===== config.mk =====
export PLATFORM = sky130hd
export DESIGN_NAME = krlt_back
export DESIGN_NICKNAME = d
export VERILOG_FILES = /design/src/rtl/krlt_pkg.sv /design/src/rtl/krlt_back.sv
export SDC_FILE = /design/constraint.sdc
export NUM_CORES = 1
export LEC_CHECK = 0
export BUFFER_PORTS_ARGS = -buffer_cell sky130_fd_sc_hd__buf_2
export CAP_MARGIN = 25
export CORE_AREA = 8 8 50 83
export CTS_BUF_LIST = sky130_fd_sc_hd__clkbuf_16
export CTS_CLUSTER_DIAMETER = 50
export DETAILED_ROUTE_END_ITERATION = 10
export DIE_AREA = 0 0 58 91
export SETUP_SLACK_MARGIN = 0.2
export SLEW_MARGIN = 20
export SYNTH_ARGS = -nofsm -noshare
export SYNTH_HDL_FRONTEND = slang
export SYNTH_SLANG_ARGS = --single-unit

===== constraint.sdc =====
create_clock -name clock -period 1.8 [get_ports clock]
set_clock_uncertainty 0.05 [all_clocks]
set_input_delay 0.36 -clock clock [delete_from_list [all_inputs] [get_ports clock]]
set_output_delay 0.36 -clock clock [all_outputs]
set_load 0.05 [all_outputs]

===== src/rtl/krlt_pkg.sv =====
// Shared types and constants for the key repeat and long-press translator.
// Used by every module of the block; depends on nothing.
package krlt_pkg;

   localparam int unsigned QUEUE_DEPTH = 4;
   localparam int unsigned QUEUE_PTR_W = $clog2(QUEUE_DEPTH);
   localparam int unsigned QUEUE_CNT_W = $clog2(QUEUE_DEPTH + 1);

   localparam logic [7:0] ESC_BYTE     = 8'h1b;
   localparam logic [7:0] BRACKET_BYTE = 8'h5b;
   localparam logic [7:0] UP_FINAL     = 8'h41;
   localparam logic [7:0] DOWN_FINAL   = 8'h42;
   localparam logic [7:0] BACK_FINAL   = 8'h44;
   localparam logic [7:0] LP_DOWN_BYTE = 8'h73;
   localparam logic [7:0] LP_UP_BYTE   = 8'h65;
   localparam logic [7:0] LP_NONE_BYTE = 8'h20;

   localparam logic [15:0] DEBOUNCE_RESET  = 16'd50;
   localparam logic [15:0] FIRST_RESET     = 16'd500;
   localparam logic [15:0] NEXT_RESET      = 16'd200;
   localparam logic [8:0]  VOL_UP_RESET    = 9'd277;
   localparam logic [8:0]  VOL_DOWN_RESET  = 9'd278;
   localparam logic [8:0]  BACK_RESET      = 9'd263;

   localparam int unsigned CSR_ADDR_W = 5;
   localparam int unsigned CSR_DATA_W = 32;

   typedef enum logic [2:0] {
      REG_DEBOUNCE    = 3'd0,
      REG_FIRST       = 3'd1,
      REG_NEXT        = 3'd2,
      REG_VOL_UP      = 3'd3,
      REG_VOL_DOWN    = 3'd4,
      REG_BACK        = 3'd5
   } reg_index_type;

   typedef enum logic [1:0] {
      PH_RELEASED   = 2'd0,
      PH_PRESSED    = 2'd1,
      PH_LP_WAIT    = 2'd2,
      PH_LP_RELEASE = 2'd3
   } phase_type;

   typedef struct packed {
      phase_type   phase;
      logic [15:0] timer;
      logic        repeating;
      logic        lp_done;
   } entry_type;

   typedef struct packed {
      logic [15:0] release_debounce_ms;
      logic [15:0] first_repeat_ms;
      logic [15:0] next_repeat_ms;
      logic [8:0]  volume_up_code;
      logic [8:0]  volume_down_code;
      logic [8:0]  back_code;
   } cfg_type;

   // seq set: emit ESC '[' code; clear: emit code alone
   typedef struct packed {
      logic       seq;
      logic [7:0] code;
   } event_type;

   typedef enum logic [1:0] {
      F_CLEAR,
      F_IDLE,
      F_LOOKUP,
      F_UPDATE
   } front_state_type;

   typedef enum logic [1:0] {
      B_IDLE,
      B_ESC,
      B_BRACKET,
      B_FINAL
   } back_state_type;

endpackage


===== src/rtl/krlt_back.sv =====
// Back end: expands queued events into output bytes, one per beat,
// through a registered output stage. Depends on krlt_pkg.
module krlt_back (
   input  logic                clock,
   input  logic                reset,
   input  logic                pop_valid,
   output logic                pop_ready,
   input  krlt_pkg::event_type pop_event,
   output logic                rsp_valid,
   input  logic                rsp_stall,
   output logic [7:0]          rsp_out_byte,
   output logic                rsp_last_of_run
);

   krlt_pkg::back_state_type state_ff, state_in;
   logic [7:0]               code_ff, code_in;
   logic                     valid_ff, valid_in;
   logic [7:0]               byte_ff, byte_in;
   logic                     last_ff, last_in;
   logic                     slot_free;

   assign slot_free       = !valid_ff || !rsp_stall;
   assign rsp_valid       = valid_ff;
   assign rsp_out_byte    = byte_ff;
   assign rsp_last_of_run = last_ff;

   always_comb begin
      state_in  = state_ff;
      code_in   = code_ff;
      valid_in  = valid_ff && rsp_stall;
      byte_in   = byte_ff;
      last_in   = last_ff;
      pop_ready = 1'b0;

      unique case (state_ff)
         krlt_pkg::B_IDLE: begin
            pop_ready = 1'b1;
            if (pop_valid) begin
               code_in  = pop_event.code;
               state_in = pop_event.seq ? krlt_pkg::B_ESC : krlt_pkg::B_FINAL;
            end
         end
         krlt_pkg::B_ESC: begin
            if (slot_free) begin
               valid_in = 1'b1;
               byte_in  = krlt_pkg::ESC_BYTE;
               last_in  = 1'b0;
               state_in = krlt_pkg::B_BRACKET;
            end
         end
         krlt_pkg::B_BRACKET: begin
            if (slot_free) begin
               valid_in = 1'b1;
               byte_in  = krlt_pkg::BRACKET_BYTE;
               last_in  = 1'b0;
               state_in = krlt_pkg::B_FINAL;
            end
         end
         default: begin
            if (slot_free) begin
               valid_in = 1'b1;
               byte_in  = code_ff;
               last_in  = 1'b1;
               state_in = krlt_pkg::B_IDLE;
            end
         end
      endcase
   end

   always_ff @(posedge clock) begin
      code_ff <= code_in;
      byte_ff <= byte_in;
      last_ff <= last_in;
   end

   always_ff @(posedge clock) begin
      if (reset) begin
         state_ff <= krlt_pkg::B_IDLE;
         valid_ff <= 1'b0;
      end else begin
         state_ff <= state_in;
         valid_ff <= valid_in;
      end
   end

endmodule


**After elaboration in Yosys (flattened, before gate mapping)**

Index checks and enable logic that the tools add are counted.

- Bits in registers: 20
- Input bits: 13
- Output and inout port bits: 11
- Logic and storage cells: 37

- Equal/unequal tests: 5
- Mux-type cells: 16
- Bitwise gates (word level): 1
- Reductions and logical operators: 10

Operator list:

| operator | count |
|---|---|
| 8-bit 2-to-1 mux | 3 |
| 8-bit one-hot mux with 3 select lines | 1 |
| 2-bit 2-to-1 mux | 5 |
| 2-bit inequality test, second input constant | 3 |
| 2-bit one-hot mux with 3 select lines | 1 |
| 1-bit 2-to-1 mux | 5 |
| 2-bit AND reduction | 2 |
| 4-bit AND reduction | 1 |
| 2-bit by 1-bit == test with 1-bit output, second input constant | 1 |
| 2-bit == test, second input constant | 1 |
| 1-bit zero test | 2 |
| 2-bit zero test | 1 |
| 1-bit one-hot mux with 2 select lines | 1 |
| 2-bit nonzero test | 1 |
| 2-bit OR reduction | 1 |
| 1-bit logical AND | 1 |
| 1-bit logical OR | 1 |
| 1-bit inverter | 1 |

**Logic depth before layout (Yosys ltp)**

- Depth after elaboration: 4
- Mapped depth: 5
- Mapped depth without buffers: 5

**Worst setup path after synthesis**

Ideal clock, no wire load.

- Path type: register to register
- From: register state_ff[0]
- To: register last_ff (netlist: rsp_last_of_run), enable pin
- Setup time: 0.378 ns
- Arrival: 1.434 ns
- Data required time: 1.372 ns
- Path slack: -0.062 ns
- Cell stages (with the launch flop): 4
- Buffers on the path: 0
- Clock period less this slack: 1.862 ns
- Cell sequence: dfxtp_1 inv_1 ha_1 a21oi_1

- Cells in the longest elaborated chain, start to end: 3

Ends and longest elaborated chain:

| what | RTL line | source |
|---|---|---|
| from (decl) | krlt_back.sv:15 | `krlt_pkg::back_state_type state_ff, state_in;` |
| from (signal assigned) | krlt_back.sv:78 | `state_ff <= krlt_pkg::B_IDLE;` |
| from (signal assigned) | krlt_back.sv:81 | `state_ff <= state_in;` |
| 2-bit zero test | krlt_back.sv:35 | `unique case (state_ff)` |
| 1-bit inverter (no source line) | n/a |  |
| 2-bit AND reduction (no source line) | n/a |  |
| to (signal assigned) | krlt_back.sv:73 | `last_ff <= last_in;` |
| to (decl) | krlt_back.sv:19 | `logic last_ff, last_in;` |

Every way passes these cells.
A chain may end at the register's enable or synchronous reset.

**Worst setup path in the final report**

- From: register state_ff[0]
- To: output pop_ready

- Cells in the longest elaborated chain, start to end: 2

Ends and longest elaborated chain:

| what | RTL line | source |
|---|---|---|
| 2-bit zero test | krlt_back.sv:35 |  |
| 1-bit 2-to-1 mux | krlt_back.sv:35 |  |
| to (decl) | krlt_back.sv:7 | `output logic pop_ready,` |

Every way passes these cells.

==> impl_metrics.json <==
{
  "synth_top_family_by_area": "simple AND/OR/NAND/NOR gates",
  "synth-simple-area-share_pct": 12.9,
  "die_w_um": 58,
  "io_buffer_count": 23,
  "end_kind": "output pin",
  "ctsResizeCount": 1,
  "timing.rr.start": "state_ff[0]",
  "grt_max_degree": 13,
  "synthAdderAreaFrac_pct": 7.61,
  "finalSetupTns_ns": 0,
  "synth-compound-area-share_pct": 3.35,
  "antenna_cells": 0,
  "cts_tree": "done",
  "fin_nets": 98,
  "io_pins": 24,
  "max-cap-violations": 0,
  "rr_worst_depth": 5,
  "htree_levels": 1,
  "clk_pin_slew_ns": 0.05,
  "critPathKind": "flop to output pin",
  "final_antenna_net_count": 0,
  "crit_fanout": 8,
  "ys_ff_latch": 20,
  "clock-root-buffer": "clkbuf_16",
  "slew_violations": 0,
  "grt_overflow": 0,
  "hp-class": "primary input to flop",
  "core_area_um2": 3040,
  "min_to": "code_ff[3]",
  "fin_area_um2": 1090,
  "grt_pass1_wl_um": 2210,
  "timing.rr.end": "state_ff[0]",
  "hold_viol_final": 0,
  "syn_nets": 71,
  "worstHoldPathCells": 1,
  "finalCritPeriodShare_pct": 84.5,
  "dr.pass1.iters": 4,
  "drive_gt1_share_pct": 53.2,
  "tightest_slew_ns": 0.482,
  "yosysSeqAreaShare_pct": 69.4,
  "cts.sinks": 20,
  "ys_warn_count": 0,
  "dieArea_um2": 5280,
  "slew_headroom_pct": 67.8,
  "routabilityCongestion": 0.646,
  "insertion_delay_ns": 0.25,
  "vias_per_cell": 4.33,
  "cts_made_buffers": 3,
  "wire_per_inst_um": 12.2,
  "synthMuxAreaShare_pct": 4.41,
  "cts_buffer_depth": 2,
  "grt_pass1_vias": 541,
  "post-cts-setup-buffers": 0,
  "drc": 0,
  "place_hpwl_um": 1110,
  "avgSynthCellArea_um2": 15.5,
  "critical_path_arrival_ns": 1.11,
  "routed_wl_um": 1320,
  "min_from": "pop_event[3]",
  "whs_ns": 0.233,
  "vias": 468,
  "status": "complete, no violations",
  "crit_path_start_kind": "flop",
  "drt-initial-drc-count": 18,
  "synth_cell_type_count": 20,
  "max_freq_mhz": 657,
  "syn_area_um2": 822,
  "synth_cells": 53,
  "start_util_pct": 27.0,
  "min_period_ns": 1.52,
  "hold_buffers": 0,
  "num_rows": 27,
  "synth_xor_area_share_pct": 0,
  "antenna_found_initial": 0,
  "critPathRequiredTime_ns": 1.39,
  "synthToLayoutAreaGrowth_pct": 33.2,
  "setup_viol": 0,
  "crit_path_start": "state_ff[0]",
  "die_y_um": 91,
  "track_usage_pct": 5.40,
  "rsz0062_at_grt": "no",
  "r2r_slack_ns": 0.31,
  "placed_area_um2": 986
}
worst max-delay path, stage by stage, from the launching register on:
cell,delay (ns)
dfxtp_1,0.39
inv_2,0.09
ha_4,0.19
buf_4,0.19
per-layer routing:
| metal | share of wire, % | wire length (um) | track usage, % | vias to the layer above |
|---|---|---|---|---|
| met4 | 0.83 | 11 | 3.09 | 0 |
| li1 | - | - | - | 236 |
| met3 | 9.2 | 121 | 2.40 | 2 |
| met5 | 0 | 0 | 0 | - |
| met2 | 55 | 725 | 10.4 | 17 |
| met1 | 35 | 459 | 4.09 | 213 |
cells in the final DEF, fill, tap and decap left out, types with 2 or more instances in the layout:
cell	Yosys	routed
or2_2	4	4
buf_2	0	22
nor2b_1	3	3
clkbuf_16	0	3
ha_1	5	4
dfxtp_1	3	2
inv_1	4	3
edfxtp_1	17	17
nor2_1	3	3
sequential cells by signal, indices dropped and copies added (netlist names):
name / count
code_ff: 8
rsp_out_byte: 8
state_ff: 2
rsp_last_of_run: 1
rsp_valid: 1
kinds of logic (layout without fill, tap and decap cells):
kind of cell,after synthesis,in the layout
AOI/OAI and AO/OA,4,4
adders and majority gates,5,5
buffers and inverters,5,31
DFF,20,20
muxes,3,3
and+or+nand+nor,16,16
layout make-up:
cell class	instances	area, um^2
Fill cell	308	1950
Sequential cell	20	572
Multi-Input combinational cell	28	249
Timing Repair Buffer	23	118
Clock buffer	3	75.1
Tap cell	29	36.3
Clock inverter	1	30.0
Inverter	4	15.0
per-stage QoR:
step	setup WS, ns	cells	utilization [%]
global route	0.237	108	36.0
CTS	0.203	108	36.0
floorplan	0.294	53	-
finish	0.279	108	36.0
detailed placement	0.270	104	32.4
global placement	0.280	104	32.4
worst max path at each step:
stage | to | slack (ns) | depth (start not counted)
3_3_place_gp | state_ff[0] | 0.28 | 5
2_1_floorplan | rsp_out_byte[6] | 0.29 | 4
4_1_cts | pop_ready | 0.20 | 3
5_1_grt | pop_ready | 0.24 | 3
6_report | pop_ready | 0.28 | 3
3_5_place_dp | state_ff[0] | 0.27 | 5
synthesized netlist by cell type, drive strengths merged:
cell    number  area share, %
a21oi        2            1.2
and2         1           0.91
clkbuf       1           0.46
dfxtp        3            7.3
edfxtp      17             62
ha           5            7.6
inv          4            1.8
mux2         2            3.2
mux2i        1            1.2
nand2        1            1.4
nand2b       1           0.76
nor2         3            1.4
nor2b        4            3.3
nor3         1           0.61
nor3b        1            1.5
o21ai        1           0.61
o22ai        1            1.5
or2          4            3.0
Power is left out: the tool's default activity adds up to more than one toggle a clock period on the data nets, which glitch-free logic cannot reach.
