### config.mk
export PLATFORM = sky130hd
export DESIGN_NAME = krlt_queue
export DESIGN_NICKNAME = d
export VERILOG_FILES = /design/src/rtl/krlt_pkg.sv /design/src/rtl/krlt_queue.sv
export SDC_FILE = /design/constraint.sdc
export NUM_CORES = 1
export LEC_CHECK = 0
export ABC_AREA = 0
export BUFFER_PORTS_ARGS = -buffer_cell sky130_fd_sc_hd__buf_2
export CORE_MARGIN = 2
export CORE_UTILIZATION = 45
export CTS_CLUSTER_SIZE = 10
export DETAILED_ROUTE_END_ITERATION = 8
export GPL_TIMING_DRIVEN = 0
export MAX_ROUTING_LAYER = met4
export PLACE_DENSITY = 0.62
export SYNTH_ARGS = -nofsm -noshare
export SYNTH_HDL_FRONTEND = slang
export SYNTH_SLANG_ARGS = --single-unit
export TNS_END_PERCENT = 100
### constraint.sdc
create_clock -name clock -period 6 [get_ports clock]
set_input_delay 0.9 -clock clock [delete_from_list [all_inputs] [get_ports clock]]
set_output_delay 0.9 -clock clock [all_outputs]
set_load 0.01 [all_outputs]
### src/rtl/krlt_pkg.sv
// Shared types and constants for the key repeat and long-press translator.
// Used by every module of the block; depends on nothing.
package krlt_pkg;

   localparam int unsigned QUEUE_DEPTH = 4;
   localparam int unsigned QUEUE_PTR_W = $clog2(QUEUE_DEPTH);
   localparam int unsigned QUEUE_CNT_W = $clog2(QUEUE_DEPTH + 1);

   localparam logic [7:0] ESC_BYTE     = 8'h1b;
   localparam logic [7:0] BRACKET_BYTE = 8'h5b;
   localparam logic [7:0] UP_FINAL     = 8'h41;
   localparam logic [7:0] DOWN_FINAL   = 8'h42;
   localparam logic [7:0] BACK_FINAL   = 8'h44;
   localparam logic [7:0] LP_DOWN_BYTE = 8'h73;
   localparam logic [7:0] LP_UP_BYTE   = 8'h65;
   localparam logic [7:0] LP_NONE_BYTE = 8'h20;

   localparam logic [15:0] DEBOUNCE_RESET  = 16'd50;
   localparam logic [15:0] FIRST_RESET     = 16'd500;
   localparam logic [15:0] NEXT_RESET      = 16'd200;
   localparam logic [8:0]  VOL_UP_RESET    = 9'd277;
   localparam logic [8:0]  VOL_DOWN_RESET  = 9'd278;
   localparam logic [8:0]  BACK_RESET      = 9'd263;

   localparam int unsigned CSR_ADDR_W = 5;
   localparam int unsigned CSR_DATA_W = 32;

   typedef enum logic [2:0] {
      REG_DEBOUNCE    = 3'd0,
      REG_FIRST       = 3'd1,
      REG_NEXT        = 3'd2,
      REG_VOL_UP      = 3'd3,
      REG_VOL_DOWN    = 3'd4,
      REG_BACK        = 3'd5
   } reg_index_type;

   typedef enum logic [1:0] {
      PH_RELEASED   = 2'd0,
      PH_PRESSED    = 2'd1,
      PH_LP_WAIT    = 2'd2,
      PH_LP_RELEASE = 2'd3
   } phase_type;

   typedef struct packed {
      phase_type   phase;
      logic [15:0] timer;
      logic        repeating;
      logic        lp_done;
   } entry_type;

   typedef struct packed {
      logic [15:0] release_debounce_ms;
      logic [15:0] first_repeat_ms;
      logic [15:0] next_repeat_ms;
      logic [8:0]  volume_up_code;
      logic [8:0]  volume_down_code;
      logic [8:0]  back_code;
   } cfg_type;

   // seq set: emit ESC '[' code; clear: emit code alone
   typedef struct packed {
      logic       seq;
      logic [7:0] code;
   } event_type;

   typedef enum logic [1:0] {
      F_CLEAR,
      F_IDLE,
      F_LOOKUP,
      F_UPDATE
   } front_state_type;

   typedef enum logic [1:0] {
      B_IDLE,
      B_ESC,
      B_BRACKET,
      B_FINAL
   } back_state_type;

endpackage

### src/rtl/krlt_queue.sv
// Short event queue between the front and back ends.
// Depends on krlt_pkg for the event type and depth.
module krlt_queue (
   input  logic                clock,
   input  logic                reset,
   input  logic                push_valid,
   output logic                push_ready,
   input  krlt_pkg::event_type push_event,
   output logic                pop_valid,
   input  logic                pop_ready,
   output krlt_pkg::event_type pop_event
);

   krlt_pkg::event_type                   slot_ff [krlt_pkg::QUEUE_DEPTH];
   logic [krlt_pkg::QUEUE_PTR_W-1:0]      wr_ptr_ff, rd_ptr_ff;
   logic [krlt_pkg::QUEUE_CNT_W-1:0]      count_ff;
   logic                                  do_push, do_pop;

   assign push_ready = (count_ff != krlt_pkg::QUEUE_CNT_W'(krlt_pkg::QUEUE_DEPTH));
   assign pop_valid  = (count_ff != '0);
   assign pop_event  = slot_ff[rd_ptr_ff];
   assign do_push    = push_valid && push_ready;
   assign do_pop     = pop_valid && pop_ready;

   always_ff @(posedge clock) begin
      if (do_push) begin
         slot_ff[wr_ptr_ff] <= push_event;
      end
   end

   always_ff @(posedge clock) begin
      if (reset) begin
         wr_ptr_ff <= '0;
         rd_ptr_ff <= '0;
         count_ff  <= '0;
      end else begin
         if (do_push) begin
            wr_ptr_ff <= wr_ptr_ff + 1'b1;
         end
         if (do_pop) begin
            rd_ptr_ff <= rd_ptr_ff + 1'b1;
         end
         if (do_push && !do_pop) begin
            count_ff <= count_ff + 1'b1;
         end else if (do_pop && !do_push) begin
            count_ff <= count_ff - 1'b1;
         end
      end
   end

endmodule

## Word level (Yosys, flattened, before mapping)

Memory sizes are Yosys's and may differ from the RTL's. A register that Yosys moved wholly into a read port is not among the register bits.
Index checks and enable logic that the tools add are counted.

| storage, ports and cells | value |
|---|---|
| flip-flop bits (word level) | 7 |
| memory bits (writable) | 36 |
| logic and storage cells | 23 |
| memories kept | 1 |

| cells by class | value |
|---|---|
| add/subtract/negate cells | 4 |
| equality and inequality tests | 1 |
| muxes and demuxes | 6 |
| reductions and logical operators | 8 |

Memory list:

| name | depth | bits a word | read ports | clocked after Yosys merged registers in | write ports | line | RTL |
|---|---|---|---|---|---|---|---|
| slot_ff | 4 | 9 | 1 | 1 | 1 | krlt_queue.sv:14 | `krlt_pkg::event_type slot_ff [krlt_pkg::QUEUE_DEPTH];` |

Operator list:

| cell | number |
|---|---|
| $mux W3 | 2 |
| $add A2 B1 Y2 const B | 2 |
| $logic_and A1 B1 Y1 | 4 |
| $mux W2 | 2 |
| $add A3 B1 Y3 const B | 1 |
| $ne A3 B3 Y1 const B | 1 |
| $reduce_bool A3 Y1 | 1 |
| $sub A3 B1 Y3 const B | 1 |
| $logic_not A1 Y1 | 2 |
| $mux W1 | 2 |
| $reduce_bool A2 Y1 | 1 |

## Longest topological paths before layout

Gate-level depths: netlist (run 1).

| depth | value |
|---|---|
| depth in word-level cells | 6 |
| depth in mapped cells | 8 |
| depth with buffers taken out | 8 |

## Worst setup path after synthesis (run 1)

No wires, ideal clock.

| timing path | value |
|---|---|
| kind | in2reg |
| start point | in push_valid |
| end point | reg count_ff[2] (netlist name) |
| library setup time | 70 ps |
| arrival time | 2300 ps |
| data required time | 5930 ps |
| slack | 3630 ps |
| cell stages on the path | 7 |
| buffers on the path | 0 |
| cell sequence | a21boi_4 -> ha_1 -> inv_1 -> fa_1 -> xor2_1 -> or3_1 -> a21oi_1 |

| on the way | value |
|---|---|
| word-level cells in the longest chain between the ends | 4 |
| elaborated cells between the ends (all ways) | 6 |
| those cells by class | mux: 1; reduce/logical: 5 |

RTL lines:

| item | line | RTL |
|---|---|---|
| start: declaration | krlt_queue.sv:6 | `input logic push_valid,` |
| $logic_and A1 B1 Y1 (*) | krlt_queue.sv:22 | `assign do_push = push_valid && push_ready;` |
| $logic_not A1 Y1 | krlt_queue.sv:45 | `end else if (do_pop && !do_push) begin` |
| $logic_and A1 B1 Y1 | krlt_queue.sv:45 |  |
| $reduce_bool A2 Y1 (no line) | - |  |
| end signal: assignment | krlt_queue.sv:44 | `count_ff <= count_ff + 1'b1;` |
| end signal: assignment | krlt_queue.sv:46 | `count_ff <= count_ff - 1'b1;` |
| end: declaration | krlt_queue.sv:16 | `logic [krlt_pkg::QUEUE_CNT_W-1:0] count_ff;` |

Mark *: on every way between the ends. The rest lies on a longest branch, timed or not.
A chain may end at the register's enable or synchronous reset.

==> results of run 1 <==
==> state kept, by name, indices dropped and copies added, names as in the netlist, named ones only <==
signal / flops
rd_ptr_ff: 2
wr_ptr_ff: 2
count_ff: 3
slot_ff: 36
==> routing by layer <==
metal,share of wire,GRT usage,wire length [µm]
met1,0.41,0.157,1090
met2,0.52,0.246,1380
met3,0.045,0.0355,118
met4,0.024,0.0765,63
met5,0,-,0
==> cell families (layout without fill, tap and decap cells) <==
logic type | count (synthesis) | after routing | synth area share
XOR/XNOR | 4 | 4 | 0.0197
adder cells (fa/ha/maj) | 6 | 6 | 0.0464
buffers and inverters | 6 | 36 | 0.0148
AO/OA/AOI/OAI | 5 | 5 | 0.0281
multiplexers | 12 | 12 | 0.134
AND/OR/NAND/NOR | 17 | 17 | 0.0492
flip-flops | 45 | 45 | 0.708
==> synth_stat cells (all sizes together) <==
cell,instances
mux4,9
o21ai,1
o311ai,1
nand2b,2
mux2i,2
nand2,1
xor2,4
buf,1
clkbuf,2
inv,3
mux2,1
a21boi,1
and2,4
nor2,8
ha,5
fa,1
a21oi,1
dfxtp,9
or3,2
o31ai,1
edfxtp,36
==> stage by stage <==
stage	instance area, µm²	util
floorplan	1780	-
global placement	1950	0.521
detailed placement	1950	0.521
CTS	2030	0.543
global route	2030	0.543
finish	2030	0.543
==> report_power, final <==
group	leakage [nW]	internal (mW)	total (mW)	switching [mW]
Clock	0.0422	0.0817	0.175	0.0930
Sequential	0.404	0.383	0.409	0.0259
Combinational	0.284	0.114	0.227	0.113
==> worst max-delay path, cell delays in order, from the launching register on <==
cell      delay, ps
dfxtp_1         310
clkbuf_1        430
mux4_2          400
buf_2           150
==> layout make-up <==
cell class                 instances  area (µm²)
fill                             339        1710
multi-input combinational         44         493
inverter                           3        11.3
clock inverter                     1        5.00
timing repair buffer              22         110
tap                               48        60.1
buffer                             3        15.0
clock buffer                       7        76.3
sequential                        45        1260
==> final timing paths <==
path / from / end / slack, ps / depth (start not counted)
setup / recovery: flop / pop_event[8] / 3520 / 3
hold reg to reg: wr_ptr_ff[1] / wr_ptr_ff[1] / 520 / 2
setup reg to reg: count_ff[1] / count_ff[2] / 3800 / 8
hold / removal: wr_ptr_ff[1] / wr_ptr_ff[1] / 520 / 2
==> summary.md, run 1 <==
| Metric | Value |
|---|---|
| Yosys top cell by area | edfxtp_1 |
| Place WS | 3370 ps |
| Power Density | around 400 mW/mm² |
| Num CTS Buffers | 5 |
| Final setup fails | 0 |
| Antenna violations before repair | 0 |
| Setup_tns | 0 ps |
| Synth top area cells | edfxtp_1, mux4_2, dfxtp_1 |
| Seq/Total Area, Yosys | 0.708 |
| Syn Area/Cell | between 15 and 20 µm² |
| Most frequent cells in the layout | edfxtp_1, buf_2, mux4_2, dfxtp_1, nor2_1 |
| CP Class | reg -> out |
| DR DRC count | 0 |
| Clock Path Buffers | 2 |
| Worst skew pair latency | 290 ps |
| Diodes inserted | 0 |
| MaxCap Viol Count | 0 |
| Worst-margin pin slew | ~550 ps |
| Pwr Total | 0.811 mW |
| Hold Crit Class | reg -> reg |
| Largest net degree at the start of global routing | 14 |
| Overflow after GRT | 0 |
| Die area | ~0.0045 mm² |
| Final ANT Viol Nets | 0 |
| First-pass GRT wire length | around 4.4 mm |
| Top-Level Pins | 24 |
| GR Util All Layers | 0.145 |
| Max IR drop VDD | 0.217 mV |
| Post-detail-place hpwl | 1.85 mm |
| PostCTS Resize Cnt | 0 |
| Nets | 143 |
| Num rows | 22 |
| Vias in the first global route | between 900 and 1,000 |
| Most common cell after layout, fill and taps aside | edfxtp_1 |
| Setup ws final | 3520 ps |
| Violation count after the first detailed-routing iteration | 31 |
| Clock skew | roughly 8.6 ps |
| Hold Buf Count CTS | 0 |
| Root buffer cell | clkbuf_8 |
| DP Cell Count | around 170 |
| RSZ-0062 raised after global routing | false |
| Htree depth | 2 |
| Top cell type's share of synthesized area | 0.607 |
| CTS tree | done |
| Die Ht | 66.9 µm |
| Die width | 66.9 µm |
| Syn_nets | 114 |
| Leak pwr | 0.731 nW |
| Post-CTS Setup Inserts | 0 |
| Worst-path clk slew | ~70 ps |
| Critical path arrival | between 1500 and 2000 ps |
| Final WL | 2.65 mm |
| Cell count after synthesis | 95 |
| Slew margin rel. | 0.633 |
| Cell area after synthesis | around 0.0018 mm² |
| Max-slew violation count | 0 |
| Fin crit period | between 2000 and 2500 ps |
| Via density | 5.10 |
| Port buffer count | 22 |
| Crit start category | flop |
| Routability cong. | 0.706 |
| Core area | 0.00374 mm² |
| Clk sinks | 45 |
| Fmax | 403 MHz |
| Synth Warn # | 0 |
| Status | complete, no violations |
| Yosys cell types | 23 |
| Hold Vio Cnt, Final | 0 |
| DR pass1 iterations | 4 |
| WHS | 522 ps |
| DR WL/cell | 15.3 µm |
| Synthesis-stage register bit count | 45 |
| Routed via count | 883 |
| Initial Utilization | 0.476 |
| Crit Path Max Fanout | 9 |
| CP Capture Type | primary output |
| Final worst path period share | 0.413 |
| Finished Layout Cells | 173 |
| Area growth from synthesis to layout | 14.1% |
| Layout cells sized above 1 | 0.344 |
| WP data required | just over 5000 ps |
Note: power is estimated with default switching activity, not from simulation.
==> run 2, diff against run 1 <==
--- a/config.mk
+++ b/config.mk
@@ -5,7 +5,7 @@
 export SDC_FILE = /design/constraint.sdc
 export NUM_CORES = 1
 export LEC_CHECK = 0
-export ABC_AREA = 0
+export ABC_AREA = 1
 export BUFFER_PORTS_ARGS = -buffer_cell sky130_fd_sc_hd__buf_2
 export CORE_MARGIN = 2
 export CORE_UTILIZATION = 45
@@ -13,7 +13,7 @@
 export DETAILED_ROUTE_END_ITERATION = 8
 export GPL_TIMING_DRIVEN = 0
 export MAX_ROUTING_LAYER = met4
-export PLACE_DENSITY = 0.62
+export PLACE_DENSITY = 0.64
 export SYNTH_ARGS = -nofsm -noshare
 export SYNTH_HDL_FRONTEND = slang
 export SYNTH_SLANG_ARGS = --single-unit
==> constraint.sdc (replaced) <==
create_clock -name clock -period 2.2 [get_ports clock]
set_input_delay 0.33 -clock clock [delete_from_list [all_inputs] [get_ports clock]]
set_output_delay 0.33 -clock clock [all_outputs]
set_load 0.01 [all_outputs]
==> run 2 against run 1 <==
  * Cell area is 4.4% higher
  * Synthesized area is 4.6% higher
  * Cell count is 36% higher
  * Largest power group unchanged
  * Worst setup slack worse by 3200 ps
  * Core utilization is 1.3 points lower
==> summary.md, run 2 <==
| Metric | Value |
|---|---|
| Num CTS Buffers | 5 (unchanged) |
| Crit start category | flop (unchanged) |
| Clock Path Buffers | 2 (unchanged) |
| Layout filler cell count | 360 (was 339) |
| Fin crit period | around 1900 ps |
| Worst flop-to-flop path startpoint | count_ff[1] (unchanged) |
| Status | complete, no violations (unchanged) |
| Violation count after the first detailed-routing iteration | 101 (was 31) |
| Final setup fails | 0 (unchanged) |
| CTS tree | done (unchanged) |
| Number of synthesized flops with an enable pin | 36 (unchanged) |
| Critical path arrival | 2080 ps (was 1580 ps) |
| Synth Area in Simple Gates | 0.131 (was 0.0492) |
| Synth top area cells | edfxtp_1, dfxtp_1, nor2_1 (was edfxtp_1, mux4_2, dfxtp_1) |
| Hold Vio Cnt, Final | 0 (unchanged) |
| Area growth from synthesis to layout | 13.9% (was 14.1%) |
| Slew margin rel. | 0.390 (was 0.633) |
| Reg-to-Reg End | count_ff[1] (was count_ff[2]) |
| Clk sinks | 45 (unchanged) |
| Sw frac | 0.339 (was 0.286) |
| Crit Path Max Fanout | 5 (was 9) |
| Synth Area in Compound Gates | 0.0894 (was 0.0281) |
| HP Start | push_event[3] (was wr_ptr_ff[1]) |
| Port buffer count | 23 (was 22) |
| Final worst path period share | 0.868 |
| Mux cell area share after synthesis | 0 (was 0.134) |
| Yosys cell types | 20 (was 23) |
| Cell count after synthesis | 154 (was 95) |
| Core area | 0.00400 mm² (was 0.00374 mm²) |
| Clk pwr share | 0.198 (was 0.215) |
| CP Capture Type | flop (was primary output) |
| Diodes inserted | 0 (unchanged) |
| Final ANT Viol Nets | 0 (unchanged) |
| Routed via count | 1,192 (was 883) |
| Root buffer cell | clkbuf_8 (unchanged) |
| Die Ht | 68.3 µm (was 66.9 µm) |
| RSZ-0062 raised after global routing | false (unchanged) |
| Die area | 0.00467 mm² (was 0.00448 mm²) |
| Hold Crit Class | in -> reg (was reg -> reg) |
| Most common cell after layout, fill and taps aside | edfxtp_1 (unchanged) |
| Top-Level Pins | 24 (unchanged) |
| Worst path most repeated cell | nand2_4 |
| Worst-path clk slew | 80 ps (was 70 ps) |
| Hold Buf Count CTS | 0 (unchanged) |
| Via density | 5.07 (was 5.10) |
| MaxCap Viol Count | 0 (unchanged) |
| CP Class | reg -> reg (was reg -> out) |
| Final WL | 3.53 mm (was 2.65 mm) |
| Synth Warn # | 0 (unchanged) |
| Nets | 203 (was 143) |
| Flop pwr share | 0.478 (was 0.504) |
| Post-CTS Setup Inserts | 0 (unchanged) |
| Part of the power in combinational logic | 0.324 (was 0.280) |
| Biggest register | slot_ff (unchanged) |
| Synthesis-stage register bit count | 45 (unchanged) |
| Post-detail-place hpwl | 2.50 mm (was 1.85 mm) |
| Int Pwr | 1.54 mW (was 0.579 mW) |
| Overflow after GRT | 0 (unchanged) |
| Hold path cells | 1 (was 2) |
| Count leader, synth | edfxtp_1 (unchanged) |
| Max FFs per register | 36 (unchanged) |
| Setup_tns | 0 ps (unchanged) |
| Finished Layout Cells | 235 (was 173) |
| P_sw | 0.791 mW (was 0.232 mW) |
| Most frequent cells in the layout | edfxtp_1, nor2_1, buf_2 (was edfxtp_1, buf_2, mux4_2, dfxtp_1, nor2_1) |
| Num rows | 23 (was 22) |
| Synth cell count leaders | edfxtp_1, nor2_1, o21ai_0 (was edfxtp_1, dfxtp_1, mux4_2) |
| PostCTS Resize Cnt | 0 (unchanged) |
| Min-Delay Endpoint | slot_ff[3][3] (was wr_ptr_ff[1]) |
| Slowest-stage cell, CP | fa_1 (was clkbuf_1) |
| Routability cong. | 0.747 (was 0.706) |
| Die width | 68.3 µm (was 66.9 µm) |
| DP Cell Count | 227 (was 165) |
| Htree depth | 2 (unchanged) |
| Biggest regs | slot_ff (36), count_ff (3) (unchanged) |
| Syn_nets | 173 (was 114) |
| DR pass1 iterations | 6 (was 4) |
| DR DRC count | 0 (unchanged) |
| Layout cells sized above 1 | 0.222 (was 0.344) |
| Asr flop ratio synth | 0 (unchanged) |
| GR Util All Layers | 0.180 (was 0.145) |
| Area share of fa/ha/maj cells after synthesis | 0.0444 (was 0.0464) |
| Synth Flop Type | edfxtp_1 (unchanged) |
| WHS | 261 ps (was 522 ps) |
| Fmax | 524 MHz |
| R2r setup slk | 290 ps (was 3800 ps) |
| Placed inst area | 0.00204 mm² (was 0.00195 mm²) |
| Antenna violations before repair | 0 (unchanged) |
| Critical path, cell by cell | nor2_4, nand2_4, nand2_4, inv_2, ha_1, inv_1, fa_1, o21ai_0, nor2_1 (was clkbuf_1, mux4_2, buf_2) |
| Clock skew | 4.62 ps (was 8.61 ps) |
| Cell area after synthesis | 0.00186 mm² (was 0.00178 mm²) |
| Final instance area | 0.00212 mm² (was 0.00203 mm²) |
| Pwr Total | 2.34 mW (was 0.811 mW) |
| Crit-path max cell delay | 410 ps (was 430 ps) |
| Worst skew pair latency | 280 ps (was 290 ps) |
| Vias in the first global route | 1,241 (was 905) |
| Top cell type's share of synthesized area | 0.581 (was 0.607) |
| First-pass GRT wire length | 5.70 mm (was 4.38 mm) |
| Power Density | 1100 mW/mm² (was 399 mW/mm²) |
| Largest net degree at the start of global routing | 14 (unchanged) |
| Register-to-Register Path Depth | 9 (was 8) |
| Syn Area/Cell | 12.1 µm² (was 18.7 µm²) |
| Initial Utilization | 0.465 (was 0.476) |
| Seq/Total Area, Yosys | 0.677 (was 0.708) |
| Largest family of logic cells by synthesized area | simple AND/OR/NAND/NOR gates (was multiplexers) |
| WP data required | 2370 ps (was 5100 ps) |
| Crit path buffers/inverters | 2 (unchanged) |
| Crit path max-delay family | adder cells (was buffers and inverters) |
| Worst-margin pin slew | 911 ps (was 551 ps) |
| Yosys top cell by area | edfxtp_1 (unchanged) |
| Post-Synth XOR/XNOR Area | 0.00470 (was 0.0197) |
| Max IR drop VDD | 0.603 mV (was 0.217 mV) |
| Max-slew violation count | 0 (unchanged) |
| DR WL/cell | 15.0 µm (was 15.3 µm) |
| Leak pwr | 0.820 nW (was 0.731 nW) |
run 2: kinds of logic after synthesis:
logic type      count (synthesis)
compound gates                 31
simple gates                   52
xor+xnor                        1
flops                          45
buf+inv                        19
fa+ha+maj                       6
run 2: final cells by class:
type                    instances  area [µm²]  share of cell area
inverters                      16        65.1              0.0307
clock inverters                 3        12.5             0.00590
multi-input cells              90         502               0.237
repair buffers                 23         115              0.0543
flip-flops and latches         45        1260               0.595
well taps                      50        62.6              0.0295
clock buffers                   5        68.8              0.0324
plain buffers                   3        33.8              0.0159
run 2: worst register-to-register path, cell delays in order, from the launching register on:
cell     delay [ps]
dfxtp_1         370
nor2_4          180
nand2_4          90
nand2_4          90
inv_2            60
ha_1            210
inv_1            90
fa_1            410
o21ai_0         240
nor2_1           70
run 2: per-stage QoR:
step / util / setup WS (ps)
floorplan: - / 518
global placement: 0.510 / 466
detailed placement: 0.510 / 302
CTS: 0.530 / 279
global route: 0.530 / 150
finish: 0.530 / 291
run 2: power by group through the flow:
stage | registers [mW] | logic [mW] | clock network (mW)
floorplan | 1.12 | 0.520 | 0
global placement | 1.13 | 0.726 | 0
detailed placement | 1.14 | 0.767 | 0
CTS | 1.12 | 0.769 | 0.475
global route | 1.13 | 0.846 | 0.509
finish | 1.12 | 0.756 | 0.462
run 2: metal layers:
layer	GRT usage	share of wire	up-vias	routed length, µm
li1	-	-	592	-
met1	0.198	0.41	567	1440
met2	0.316	0.54	29	1890
met3	0.0493	0.044	4	154
met5	-	0	-	0
met4	0.0575	0.012	0	43
run 2: worst max path at each step:
stage,start,endpoint,slack [ps],cells past startpoint
2_1_floorplan,count_ff[1],count_ff[1],520,9
3_3_place_gp,count_ff[0],count_ff[1],470,9
3_5_place_dp,count_ff[1],count_ff[1],300,9
4_1_cts,count_ff[1],count_ff[1],280,9
5_1_grt,count_ff[1],count_ff[1],150,9
6_report,count_ff[1],count_ff[1],290,9
==> run 3, diff against run 2 <==
--- a/config.mk
+++ b/config.mk
@@ -5,7 +5,6 @@
 export SDC_FILE = /design/constraint.sdc
 export NUM_CORES = 1
 export LEC_CHECK = 0
-export ABC_AREA = 1
 export BUFFER_PORTS_ARGS = -buffer_cell sky130_fd_sc_hd__buf_2
 export CORE_MARGIN = 2
 export CORE_UTILIZATION = 45
==> run 3 against run 2 <==
  * Critical endpoint is now count_ff[2]
  * Register-to-register slack lost 160 ps
  * Routed wire length shrank 26%
  * Cell count shrank 26%
  * Non-clock buffer count is the same
  * Cell area shrank 2.5%
==> summary.md, run 3 (synthesis gave the netlist of run 1 again) <==
| Metric | Value |
|---|---|
| Port buffer count | 22 (was 23) |
| Largest net degree at the start of global routing | 14 (unchanged) |
| Die width | 66.9 µm (was 68.3 µm) |
| Status | complete, no violations (unchanged) |
| Setup_tns | 0 ps (unchanged) |
| Finished Layout Cells | 174 (was 235) |
| Final WL | 2.62 mm (was 3.53 mm) |
| Worst-margin pin slew | 576 ps (was 911 ps) |
| Routability cong. | 0.726 (was 0.747) |
| Worst-path clk slew | 80 ps (about the same) |
| Biggest register | slot_ff (unchanged) |
| Root buffer cell | clkbuf_8 (unchanged) |
| Fin crit period | 2070 ps (was 1910 ps) |
| Critical path, cell by cell | o31ai_2, ha_1, inv_1, fa_1, xor2_1, or3_1, a21oi_1 (was nor2_4, nand2_4, nand2_4, inv_2, ha_1, inv_1, fa_1, o21ai_0, nor2_1) |
| Worst skew pair latency | 290 ps (was 280 ps) |
| Pwr Total | 2.33 mW (was 2.34 mW) |
| CTS tree | done (unchanged) |
| DR WL/cell | 15.1 µm (was 15.0 µm) |
| Crit start category | flop (unchanged) |
| Hold Crit Class | in -> reg (unchanged) |
| Most common cell after layout, fill and taps aside | edfxtp_1 (unchanged) |
| Area growth from synthesis to layout | 16.1% (was 13.9%) |
| Die Ht | 66.9 µm (was 68.3 µm) |
| Final ANT Viol Nets | 0 (unchanged) |
| Overflow after GRT | 0 (unchanged) |
| Fmax | 483 MHz (was 524 MHz) |
| Num rows | 22 (was 23) |
| Nets | 144 (was 203) |
| Max FFs per register | 36 (unchanged) |
| WHS | 254 ps (was 261 ps) |
| Crit-path max cell delay | 370 ps (was 410 ps) |
| Slowest-stage cell, CP | fa_1 (unchanged) |
| Final setup fails | 0 (unchanged) |
| RSZ-0062 raised after global routing | false (unchanged) |
| Area of the multi-input gates | 493 µm² (was 502 µm²) |
| Max-slew violation count | 0 (unchanged) |
| CP Class | reg -> reg (unchanged) |
| Routed via count | 882 (was 1,192) |
| Max IR drop VDD | 0.505 mV (was 0.603 mV) |
| Htree depth | 2 (unchanged) |
| Num CTS Buffers | 5 (unchanged) |
| Post-detail-place hpwl | 1.78 mm (was 2.50 mm) |
| Hold Buf Count CTS | 0 (unchanged) |
| WP data required | 2420 ps (was 2370 ps) |
| Via density | 5.07 (about the same) |
| Die area | 0.00448 mm² (was 0.00467 mm²) |
| Top-Level Pins | 24 (unchanged) |
| Sequential Area | 0.00126 mm² (about the same) |
| Antenna violations before repair | 0 (unchanged) |
| Leak pwr | 0.747 nW (was 0.820 nW) |
| DR pass1 iterations | 3 (was 6) |
| MaxCap Viol Count | 0 (unchanged) |
| Power Density | 1130 mW/mm² (was 1100 mW/mm²) |
| DR DRC count | 0 (unchanged) |
| Biggest regs | slot_ff (36), count_ff (3) (unchanged) |
| Critical path arrival | 2290 ps (was 2080 ps) |
| Place WS | -1.69 ps (was 302 ps) |
| Hold Vio Cnt, Final | 0 (unchanged) |
| Final worst path period share | 0.941 (was 0.868) |
| Slew margin rel. | 0.616 (was 0.390) |
| Layout cells sized above 1 | 0.365 (was 0.222) |
| Layout filler cell count | 325 (was 360) |
| Clk sinks | 45 (unchanged) |
| Clock skew | 2.60 ps (was 4.62 ps) |
| Vias in the first global route | 913 (was 1,241) |
| Setup ws final | 130 ps (was 291 ps) |
| Crit Path Max Fanout | 6 (was 5) |
| Clock Path Buffers | 2 (unchanged) |
| CP Capture Type | flop (unchanged) |
| Core area | 0.00374 mm² (was 0.00400 mm²) |
| First-pass GRT wire length | 4.20 mm (was 5.70 mm) |
| Initial Utilization | 0.476 (was 0.465) |
| Violation count after the first detailed-routing iteration | 48 (was 101) |
| Diodes inserted | 0 (unchanged) |
| GR Util All Layers | 0.141 (was 0.180) |
| Most frequent cells in the layout | edfxtp_1, buf_2, mux4_2 (was edfxtp_1, nor2_1, buf_2) |
| DP Cell Count | 165 (was 227) |
## run 3: cell count changes in the layout (fill, tap and decap cells not counted), sizes merged, moves of 3 or more
cell | previous run | this run
nor2 | 32 | 8
o21ai | 19 | 1
nand2 | 15 | 1
inv | 16 | 3
mux4 | 0 | 9
o22ai | 9 | 0
and2 | 0 | 4
nand3 | 4 | 0
clkbuf | 5 | 8
xor2 | 1 | 4
## run 3: layout make-up
cell class,count,share of cell area
Timing Repair Buffer,23,0.0569
Sequential cell,45,0.611
Inverter,3,0.00545
Buffer,3,0.00726
Clock inverter,2,0.0163
Multi-Input combinational cell,44,0.238
Clock buffer,6,0.0351
Tap cell,48,0.0291
## run 3: report_power, final
group / switching, mW / internal [mW] / leakage (nW)
registers: 0.0691 / 1.05 / 0.405
clock network: 0.253 / 0.335 / 0.0528
logic: 0.309 / 0.315 / 0.289
## run 3: timing repair
action                                  4_1_cts  5_1_grt
endpoints found under the setup margin        1        1
pin swaps                                     0        1
hold endpoints to repair                      0        0
setup buffers                                 0        1
gates resized for setup                       2        0
## run 3: critical path, delay by kind of cell (launching register included)
| kind | cells | cell delay (ps) |
|---|---|---|
| fa+ha+maj | 2 | 630 |
| buf+inv | 1 | 60 |
| flops | 1 | 360 |
| compound gates | 2 | 490 |
| xor+xnor | 1 | 150 |
| simple gates | 1 | 310 |
## run 3: metrics by stage
step	area, µm²	util
final	2070	0.552
after global routing	2070	0.552
after CTS	2060	0.550
after detailed placement	1950	0.521
after global placement	1950	0.521
after floorplan	1780	-
## run 3: worst paths after layout
path / depth (start not counted) / slack, ps / endpoint / start
min: 1 / 250 / slot_ff[2][7] / push_event[7]
max: 7 / 130 / count_ff[2] / count_ff[1]
min reg2reg: 2 / 520 / wr_ptr_ff[1] / wr_ptr_ff[1]
max reg2reg: 7 / 130 / count_ff[2] / count_ff[1]
## run 3: routing by layer
metal	vias to the layer above	track usage	part of all wire
met5	-	-	0
met4	0	0.0536	0.018
met3	6	0.0625	0.056
met2	20	0.229	0.50
met1	436	0.153	0.42
li1	420	-	-
